## config.mk

```make
export PLATFORM = sky130hd
export DESIGN_NAME = neighbor_table_best_rssi
export DESIGN_NICKNAME = d
export VERILOG_FILES = /design/src/design/ntbr_pkg.sv /design/src/design/ntbr_cell.sv /design/src/design/neighbor_table_best_rssi.sv
export SDC_FILE = /design/constraint.sdc
export NUM_CORES = 2
export LEC_CHECK = 0
export ABC_AREA = 1
export BUFFER_PORTS_ARGS = -buffer_cell sky130_fd_sc_hd__buf_4
export CORE_MARGIN = 2
export CORE_UTILIZATION = 68
export DETAILED_ROUTE_END_ITERATION = 16
export MAX_ROUTING_LAYER = met4
export PLACE_DENSITY_LB_ADDON = 0.15
export SLEW_MARGIN = 20
export SYNTH_ARGS = -nofsm -noshare
export SYNTH_HDL_FRONTEND = slang
export SYNTH_SLANG_ARGS = --single-unit
export TNS_END_PERCENT = 50
```

## constraint.sdc

```tcl
create_clock -name clk -period 4.5 [get_ports clk]
set_input_delay 0.9 -clock clk [delete_from_list [all_inputs] [get_ports clk]]
set_output_delay 0.9 -clock clk [all_outputs]
set_load 0.02 [all_outputs]
```

## src/design/ntbr_pkg.sv

```systemverilog
// shared types and constants for the neighbor table with best-rssi selection
`timescale 1ns / 1ps
package ntbr_pkg;

  localparam int TABLE_ENTRIES = 16;
  localparam int ADDR_W        = 16;
  localparam int STR_W         = 16;
  localparam int OUTCOME_W     = 2;

  localparam logic [OUTCOME_W-1:0] OUTCOME_UPDATED = 2'd0;
  localparam logic [OUTCOME_W-1:0] OUTCOME_ADDED   = 2'd1;
  localparam logic [OUTCOME_W-1:0] OUTCOME_DROPPED = 2'd2;

  // lookup record that walks the row of cells, one cell per cycle
  typedef struct packed {
    logic              active;
    logic [ADDR_W-1:0] addr;
    logic [STR_W-1:0]  strength;
    logic              hit;
    logic              added;
    logic              best_valid;
    logic [ADDR_W-1:0] best_addr;
    logic [STR_W-1:0]  best_strength;
  } probe_t;

endpackage

```

## src/design/ntbr_cell.sv

```systemverilog
// one table slot: address match, insert into first free slot, running maximum
`timescale 1ns / 1ps
module ntbr_cell (
  input  logic            clk,
  input  logic            rst,
  input  ntbr_pkg::probe_t probe_in,
  output ntbr_pkg::probe_t probe_out
);
  import ntbr_pkg::*;

  logic              used;
  logic [ADDR_W-1:0] addr;
  logic [STR_W-1:0]  strength;

  logic              done;
  logic              match;
  logic              take;
  logic              cur_used;
  logic [ADDR_W-1:0] cur_addr;
  logic [STR_W-1:0]  cur_str;
  logic              better;
  probe_t            probe_next;

  assign done     = probe_in.hit | probe_in.added;
  assign match    = used && (addr == probe_in.addr) && !done;
  // slots fill in order, so the first unused one seen is the free slot
  assign take     = !used && !done;
  assign cur_used = used | take;
  assign cur_addr = take ? probe_in.addr : addr;
  assign cur_str  = (match || take) ? probe_in.strength : strength;
  // ties go to the later slot
  assign better   = cur_used && (!probe_in.best_valid || (cur_str >= probe_in.best_strength));

  always_comb begin
    probe_next = probe_in;
    probe_next.hit = probe_in.hit | match;
    probe_next.added = probe_in.added | take;
    if (better) begin
      probe_next.best_valid    = 1'b1;
      probe_next.best_addr     = cur_addr;
      probe_next.best_strength = cur_str;
    end
  end

  always_ff @(posedge clk) begin
    if (rst) begin
      used <= 1'b0;
    end else if (probe_in.active && take) begin
      used <= 1'b1;
    end
  end

  always_ff @(posedge clk) begin
    if (probe_in.active && (match || take)) begin
      strength <= probe_in.strength;
    end
    if (probe_in.active && take) begin
      addr <= probe_in.addr;
    end
  end

  // record register toward the next cell
  always_ff @(posedge clk) begin
    if (rst) begin
      probe_out <= '0;
    end else begin
      probe_out <= probe_next;
    end
  end

endmodule

```

## src/design/neighbor_table_best_rssi.sv

```systemverilog
// top level: neighbor table with best-rssi selection built as a row of slot cells
`timescale 1ns / 1ps
// Each input transaction carries a sender address and a signal strength. The
// table is a row of TABLE_ENTRIES cells, one slot each; a lookup record enters
// cell 0 and moves one cell per clock. In every cell it updates the stored
// strength on an address match, or claims the slot if it is the first free one,
// and then folds that slot into a running maximum (ties favor the later slot).
// When the record leaves the last cell the result transaction (outcome, best
// address and strength) is held in an output register until taken. One item
// is in flight at a time: cell 0 registers the record at the accept edge, the
// record then passes through each cell register in turn, and out_valid is set
// by the output register once the record leaves the last cell. The next item
// is accepted in the cycle after the result is taken, so the block holds each
// item from accept until its result is taken, including any output stall. The
// table is empty after reset with no clearing pass; slots are never freed,
// and a new sender arriving while every slot is used is dropped.
module neighbor_table_best_rssi (
  input  logic                      clk,
  input  logic                      rst,
  input  logic                      in_valid,
  output logic                      in_stall,
  input  logic [ntbr_pkg::ADDR_W-1:0] sender_addr,
  input  logic [ntbr_pkg::STR_W-1:0]  signal_strength,
  output logic                      out_valid,
  input  logic                      out_stall,
  output logic [ntbr_pkg::OUTCOME_W-1:0] outcome,
  output logic                      best_valid,
  output logic [ntbr_pkg::ADDR_W-1:0] best_addr,
  output logic [ntbr_pkg::STR_W-1:0]  best_strength
);
  import ntbr_pkg::*;

  // probe[i] enters cell i; probe[TABLE_ENTRIES] leaves the last cell
  probe_t probe [TABLE_ENTRIES+1];
  logic   busy;
  logic   in_fire;
  logic   out_fire;
  logic   done_fire;

  assign in_stall  = busy;
  assign in_fire   = in_valid && !busy;
  assign out_fire  = out_valid && !out_stall;
  assign done_fire = probe[TABLE_ENTRIES].active;

  // fresh record: nothing found yet, empty running maximum
  always_comb begin
    probe[0].active        = in_fire;
    probe[0].addr          = sender_addr;
    probe[0].strength      = signal_strength;
    probe[0].hit           = 1'b0;
    probe[0].added         = 1'b0;
    probe[0].best_valid    = 1'b0;
    probe[0].best_addr     = '0;
    probe[0].best_strength = '0;
  end

  for (genvar i = 0; i < TABLE_ENTRIES; i++) begin : g_cell
    ntbr_cell u_cell (
      .clk      (clk),
      .rst      (rst),
      .probe_in (probe[i]),
      .probe_out(probe[i+1])
    );
  end

  // busy from accept until the result transaction is taken
  always_ff @(posedge clk) begin
    if (rst) begin
      busy <= 1'b0;
    end else if (in_fire) begin
      busy <= 1'b1;
    end else if (out_fire) begin
      busy <= 1'b0;
    end
  end

  always_ff @(posedge clk) begin
    if (rst) begin
      out_valid <= 1'b0;
    end else if (done_fire) begin
      out_valid <= 1'b1;
    end else if (out_fire) begin
      out_valid <= 1'b0;
    end
  end

  // result register, loaded when the record leaves the row
  always_ff @(posedge clk) begin
    if (done_fire) begin
      if (probe[TABLE_ENTRIES].hit) begin
        outcome <= OUTCOME_UPDATED;
      end else if (probe[TABLE_ENTRIES].added) begin
        outcome <= OUTCOME_ADDED;
      end else begin
        outcome <= OUTCOME_DROPPED;
      end
      best_valid    <= probe[TABLE_ENTRIES].best_valid;
      best_addr     <= probe[TABLE_ENTRIES].best_addr;
      best_strength <= probe[TABLE_ENTRIES].best_strength;
    end
  end

endmodule

```

Yosys cells after proc, flatten, opt, wreduce, memory -nomap -nowiden
Index checks and enable logic that the tools add are counted.
- $lt $le $gt $ge: 15
- equality and inequality tests: 16
- mux-type cells: 52
- bitwise gates (word level): 60
- reduce and logical (&&, ||, !) cells: 176
- operators by type and width (cell ; number):
    $mux 33 ; 16
    $mux 16 ; 32
    $eq 16x16->1 ; 16
    $ge 16x16->1 ; 15
    $logic_and 1x1->1 ; 95
    $or 1x1->1 ; 60
    $logic_not 1->1 ; 48
    $logic_or 1x1->1 ; 31
    $reduce_bool 2->1 ; 2
    $mux 1 ; 3
    $mux 2 ; 1
- bits in registers: 1621
- input bits: 36
- output and inout bits: 37

Logic depth before layout (Yosys ltp)
- depth after elaboration: 9
- mapped depth: 27
- gate-level depth less buffers: 25

By module
From an unflattened synthesis, not the netlist that was laid out.
- cells, all modules: 8202
- area, all modules: 69892.0 µm²
- modules (own cells, without submodules) (module ; instances ; cells an instance ; area each (µm²) ; sequential area each (µm²)):
    ntbr_cell at g_cell[2].u_cell ... ; 8 ; 510 ; 4315.4 ; 2342.2
    ntbr_cell at g_cell[0].u_cell ... ; 8 ; 509 ; 4277.9 ; 2342.2
    neighbor_table_best_rssi ; 1 ; 50 ; 1146.1 ; 1091.0

Least setup slack after synthesis
Ideal clock, no wire load.
- path type: in2reg
- start point: input port sender_addr[10] in the netlist's numbering
- end point: register g_cell[0].u_cell.strength[0] (enable)
- setup time: 0.394 ns
- arrival time: 2.546 ns
- setup slack: 1.560 ns
- cell stages on the path: 8
- cell sequence: inv_1 > nor2_1 > nor3_1 > nand3_1 > nor2_1 > nand2_2 > clkbuf_1 > a21oi_1
- longest elaborated chain between the ends: 4
- ends and longest elaborated chain (element ; line ; RTL):
    start, declared ; neighbor_table_best_rssi.sv:22 ; input logic [ntbr_pkg::ADDR_W-1:0] sender_addr,
    $eq 16x16->1 ; ntbr_cell.sv:25 ; assign match = used && (addr == probe_in.addr) && !done;
    $logic_and 1x1->1 ; ntbr_cell.sv:25 ;
    $logic_or 1x1->1 ; ntbr_cell.sv:54 ; if (probe_in.active && (match || take)) begin
    $logic_and 1x1->1 ; ntbr_cell.sv:54 ;
    end signal, assigned ; ntbr_cell.sv:55 ; strength <= probe_in.strength;
    end, declared ; ntbr_cell.sv:13 ; logic [STR_W-1:0] strength;
Every way passes these cells.
A chain may end at the register's enable or synchronous reset.

Final worst setup path
- start point: register g_cell[14].u_cell.probe_out[56] in the netlist's numbering
- end point: register g_cell[15].u_cell.probe_out[31] in the netlist's numbering
- longest elaborated chain between the ends: 9
- ends and longest elaborated chain (element ; line ; RTL):
    start, declared ; ntbr_cell.sv:7 ; output ntbr_pkg::probe_t probe_out
    start signal, assigned ; ntbr_cell.sv:67 ; probe_out <= probe_next;
    $eq 16x16->1 ; ntbr_cell.sv:25 ;
    $logic_and 1x1->1 (2 in series) ; ntbr_cell.sv:25 ;
    $logic_or 1x1->1 ; ntbr_cell.sv:30 ; assign cur_str = (match || take) ? probe_in.strength : strength;
    $mux 16 ; ntbr_cell.sv:30 ;
    $ge 16x16->1 ; ntbr_cell.sv:32 ; assign better = cur_used && (!probe_in.best_valid || (cur_str >= probe_in.best_strength));
    $logic_or 1x1->1 ; ntbr_cell.sv:32 ;
    $logic_and 1x1->1 ; ntbr_cell.sv:32 ;
    $mux 33 ; ntbr_cell.sv:38 ; if (better) begin
    end signal, assigned ; ntbr_cell.sv:67 ;
    end, declared ; ntbr_cell.sv:7 ;
Every way passes these cells.

==> reports/qor.yml <==
max_cap_violations: 0
wire_per_inst_um: 14.3
cp.depth: 23
h-tree-depth: 4
grt_max_degree: 189
crit_family: "simple AND/OR/NAND/NOR gates"
io_buffers: 72
core-area_um2: 96600
power_mw: 32.7
dp_hpwl_um: 90900
hold_slack_ps: 343
seq_area_frac_synth: 0.573
finalWeightedCongestion: 0.902
rows: 114
vias: 48100
critical_path.slowest_cell: "a21oi_2"
rsz0062_at_grt: "no"
worstReg2RegStart: "g_cell[14].u_cell.probe_out[56]"
critPathBufInv: 3
power_density_nw_per_um2: 448
vias_per_cell: 5.16
postCtsHoldBufs: 0
fmax_mhz: 241
synth_area_um2: 66200
reg2reg_slack_ps: 350
crit_top_cell: "nand2_1"
multi_input_area_um2: 22900
ctsResizeCount: 0
remaining_drc_errors: 0
cts.sinks: 1621
crit_start: "g_cell[14].u_cell.probe_out[56]"
slowest_delay_ps: 520
syn_nets: 8165
cp.arrival_ps: 4780
fin_setup_tns_ps: 0
finalSetupViolations: 0
dr_wl_met2_um: 73300
cts_setup_buffers: 0
grt_usage: 0.276
worstSetupPathType: "register to register"
postRouteAntennaNets: 0
cp_data_required_time_ps: 5130
r2r_end: "g_cell[15].u_cell.probe_out[31]"
seqCellArea_um2: 37900
chipWidth_um: 316
reg2reg_depth: 23
cts_made_buffers: 158
place_ws_ps: 401
leakage_nw: 31.0
dr.pass1.iters: 9
slew_viol_final: 0
clkTransAtPathRegs_ps: 60
yosys_warnings: 0
cp-end-kind: "register"
gr-total-overflow: 0
worstSkewPairLatency_ps: 750
crit_chain: "inv_1 -> nand2_1 -> nand2_1 -> nor2_1 -> nand2_1 -> nor2_1 -> nand3_1 -> nand2_2 -> inv_2 -> nand2_1 -> nand2_1 -> ha_1 -> nand2_1 -> nand3_1 -> nand2_1 -> nand2_1 -> nand2_1 -> nand2_1 -> nand2_1 -> a21oi_2 -> inv_2 -> nor2_1 -> nor2_1"
crit_end: "g_cell[15].u_cell.probe_out[31]"
cts_buffer_depth: 3
grt_pass1_wl_um: 219000
clock_skew_ps: 20.9
drt-initial-drc-count: 2729
wl_met1_um: 49500
finalWorstPathRequiredPeriod_ps: 4150
yosysUniqueCellTypes: 42
fill_cells: 6705
areaGrowthSynthToFinish_pct: 10.3
critPathMaxFanout: 31
nNetsFinal: 8185
syn_avg_cell_area_um2: 8.39
layout-drive-gt1-share: 0.0730
die-area_um2: 99800
slew_headroom: 0.257
top_layer: "met4"
status: "finished, final reports clean"
cts_root_buf: "clkbuf_16"
routed_wl_um: 133000
hold_viol: 0
final.setup.worst_slack_ps: 350
tightest_slew_ps: 1110
first_global_vias: 48000
die_y_um: 316
io_pins: 73
final_core_util: 0.756
peakVddDrop_mv: 0.440
syn_inst: 7889
cts_tree: "built"
min_path_type: "primary input to register"
antenna_found_initial: 1
start_util: 0.685
wl_met3_um: 4300
fin_crit_sh: 0.922
ys_ff_latch: 1621
start_kind: "register"
## kinds of logic (layout without fill, tap and decap cells)
logic type / count (synthesis) / in the layout / share of synthesized area
simple gates: 3623 / 3623 / 0.215
flops: 1621 / 1621 / 0.573
buf+inv: 1383 / 1535 / 0.0814
compound gates: 916 / 916 / 0.0715
fa+ha+maj: 240 / 240 / 0.0454
xor+xnor: 106 / 106 / 0.0140
other cells: 0 / 2 / 0
## synth_stat cells (all sizes together)
| library cell | n | area, um^2 |
|---|---|---|
| ha | 240 | 3000 |
| nand4 | 23 | 144 |
| o21ai | 722 | 3610 |
| nor3b | 1 | 7.51 |
| nor2 | 1682 | 6370 |
| xor2 | 7 | 61.3 |
| a211oi | 14 | 105 |
| a211o | 1 | 8.76 |
| or2 | 15 | 96.3 |
| o21bai | 5 | 37.5 |
| nand3b | 14 | 105 |
| and2 | 14 | 87.6 |
| nand2 | 1711 | 6530 |
| o211ai | 1 | 7.51 |
| a21oi | 154 | 823 |
| clkinv | 6 | 22.5 |
| edfxtp | 547 | 16400 |
| nand3 | 155 | 823 |
| xnor2 | 99 | 867 |
| clkbuf | 231 | 867 |
| dfxtp | 1074 | 21500 |
| o22ai | 5 | 31.3 |
| nor3 | 8 | 40.0 |
| buf | 61 | 423 |
| o21a | 14 | 105 |
| inv | 1085 | 4070 |
## worst min-delay path by stage
| stage | start | end | slack, ps | cells after the start |
|---|---|---|---|---|
| global placement | g_cell[15].u_cell.probe_out[7] | best_strength[7] | 390 | 0 |
| floorplan | g_cell[15].u_cell.probe_out[16] | best_addr[0] | 390 | 0 |
| global route | signal_strength[11] | g_cell[0].u_cell.strength[11] | 330 | 1 |
| CTS | signal_strength[10] | g_cell[0].u_cell.strength[10] | 310 | 1 |
| finish | signal_strength[10] | g_cell[0].u_cell.strength[10] | 340 | 1 |
| detailed placement | g_cell[15].u_cell.probe_out[29] | best_addr[13] | 390 | 0 |
## worst register-to-register path, delay by kind of cell, from the launching register on
family	cells	cell delay (ps)
buffers and inverters	3	770
adder cells (fa/ha/maj)	1	300
AND/OR/NAND/NOR	18	2050
flip-flops	1	390
AO/OA/AOI/OAI	1	520
## stage by stage
step / instances / cell area, um^2
2_1_floorplan: 7889 / 66200
3_3_place_gp: 9025 / 67800
3_5_place_dp: 9025 / 67800
4_1_cts: 9317 / 73000
5_1_grt: 9318 / 73000
6_report: 9319 / 73000
## per-layer routing
layer,up-vias,GRT usage
met5,-,-
li1,24600,-
met4,0,0.137
met2,1052,0.536
met1,22000,0.264
met3,404,0.0340
## report_power, final
part | total [mW] | internal (mW) | switching, mW
clock | 12.9 | 7.66 | 5.29
sequential | 16.1 | 15.8 | 0.300
combinational | 3.65 | 1.18 | 2.47
total | 32.7 | 24.7 | 8.06
## final cells by class
type                       instances  area share
timing repair buffer             152      0.0171
tap                             1276      0.0219
multi-input combinational       4885       0.314
inverter                        1091      0.0563
antenna                            2   0.0000686
clock buffer                     235      0.0646
clock inverter                    57     0.00689
sequential                      1621       0.520
## layout by cell type (no fill, tap or decap), types with 18 or more instances in the layout
cell       count
nand2_1     1674
nor2_1      1656
dfxtp_1     1073
inv_1        979
o21ai_0      686
edfxtp_1     547
ha_1         240
clkbuf_16    167
nand3_1      147
buf_4        143
a21oi_1      140
inv_2        102
xnor2_1       99
clkbuf_1      40
o21ai_1       36
nand2_2       34
clkbuf_8      28
clkinv_2      26
nor2_2        25
nand4_1       23
clkinv_1      18
## flip-flops by register name, summed over array words and instances (netlist names)
name                     flops
in_stall                     1
best_valid                   1
best_strength               16
g_cell.u_cell.strength     256
g_cell.u_cell.addr         256
g_cell.u_cell.used          16
outcome                      2
best_addr                   16
out_valid                    1
g_cell.u_cell.probe_out   1056
Note: power is estimated with default switching activity, not from simulation.
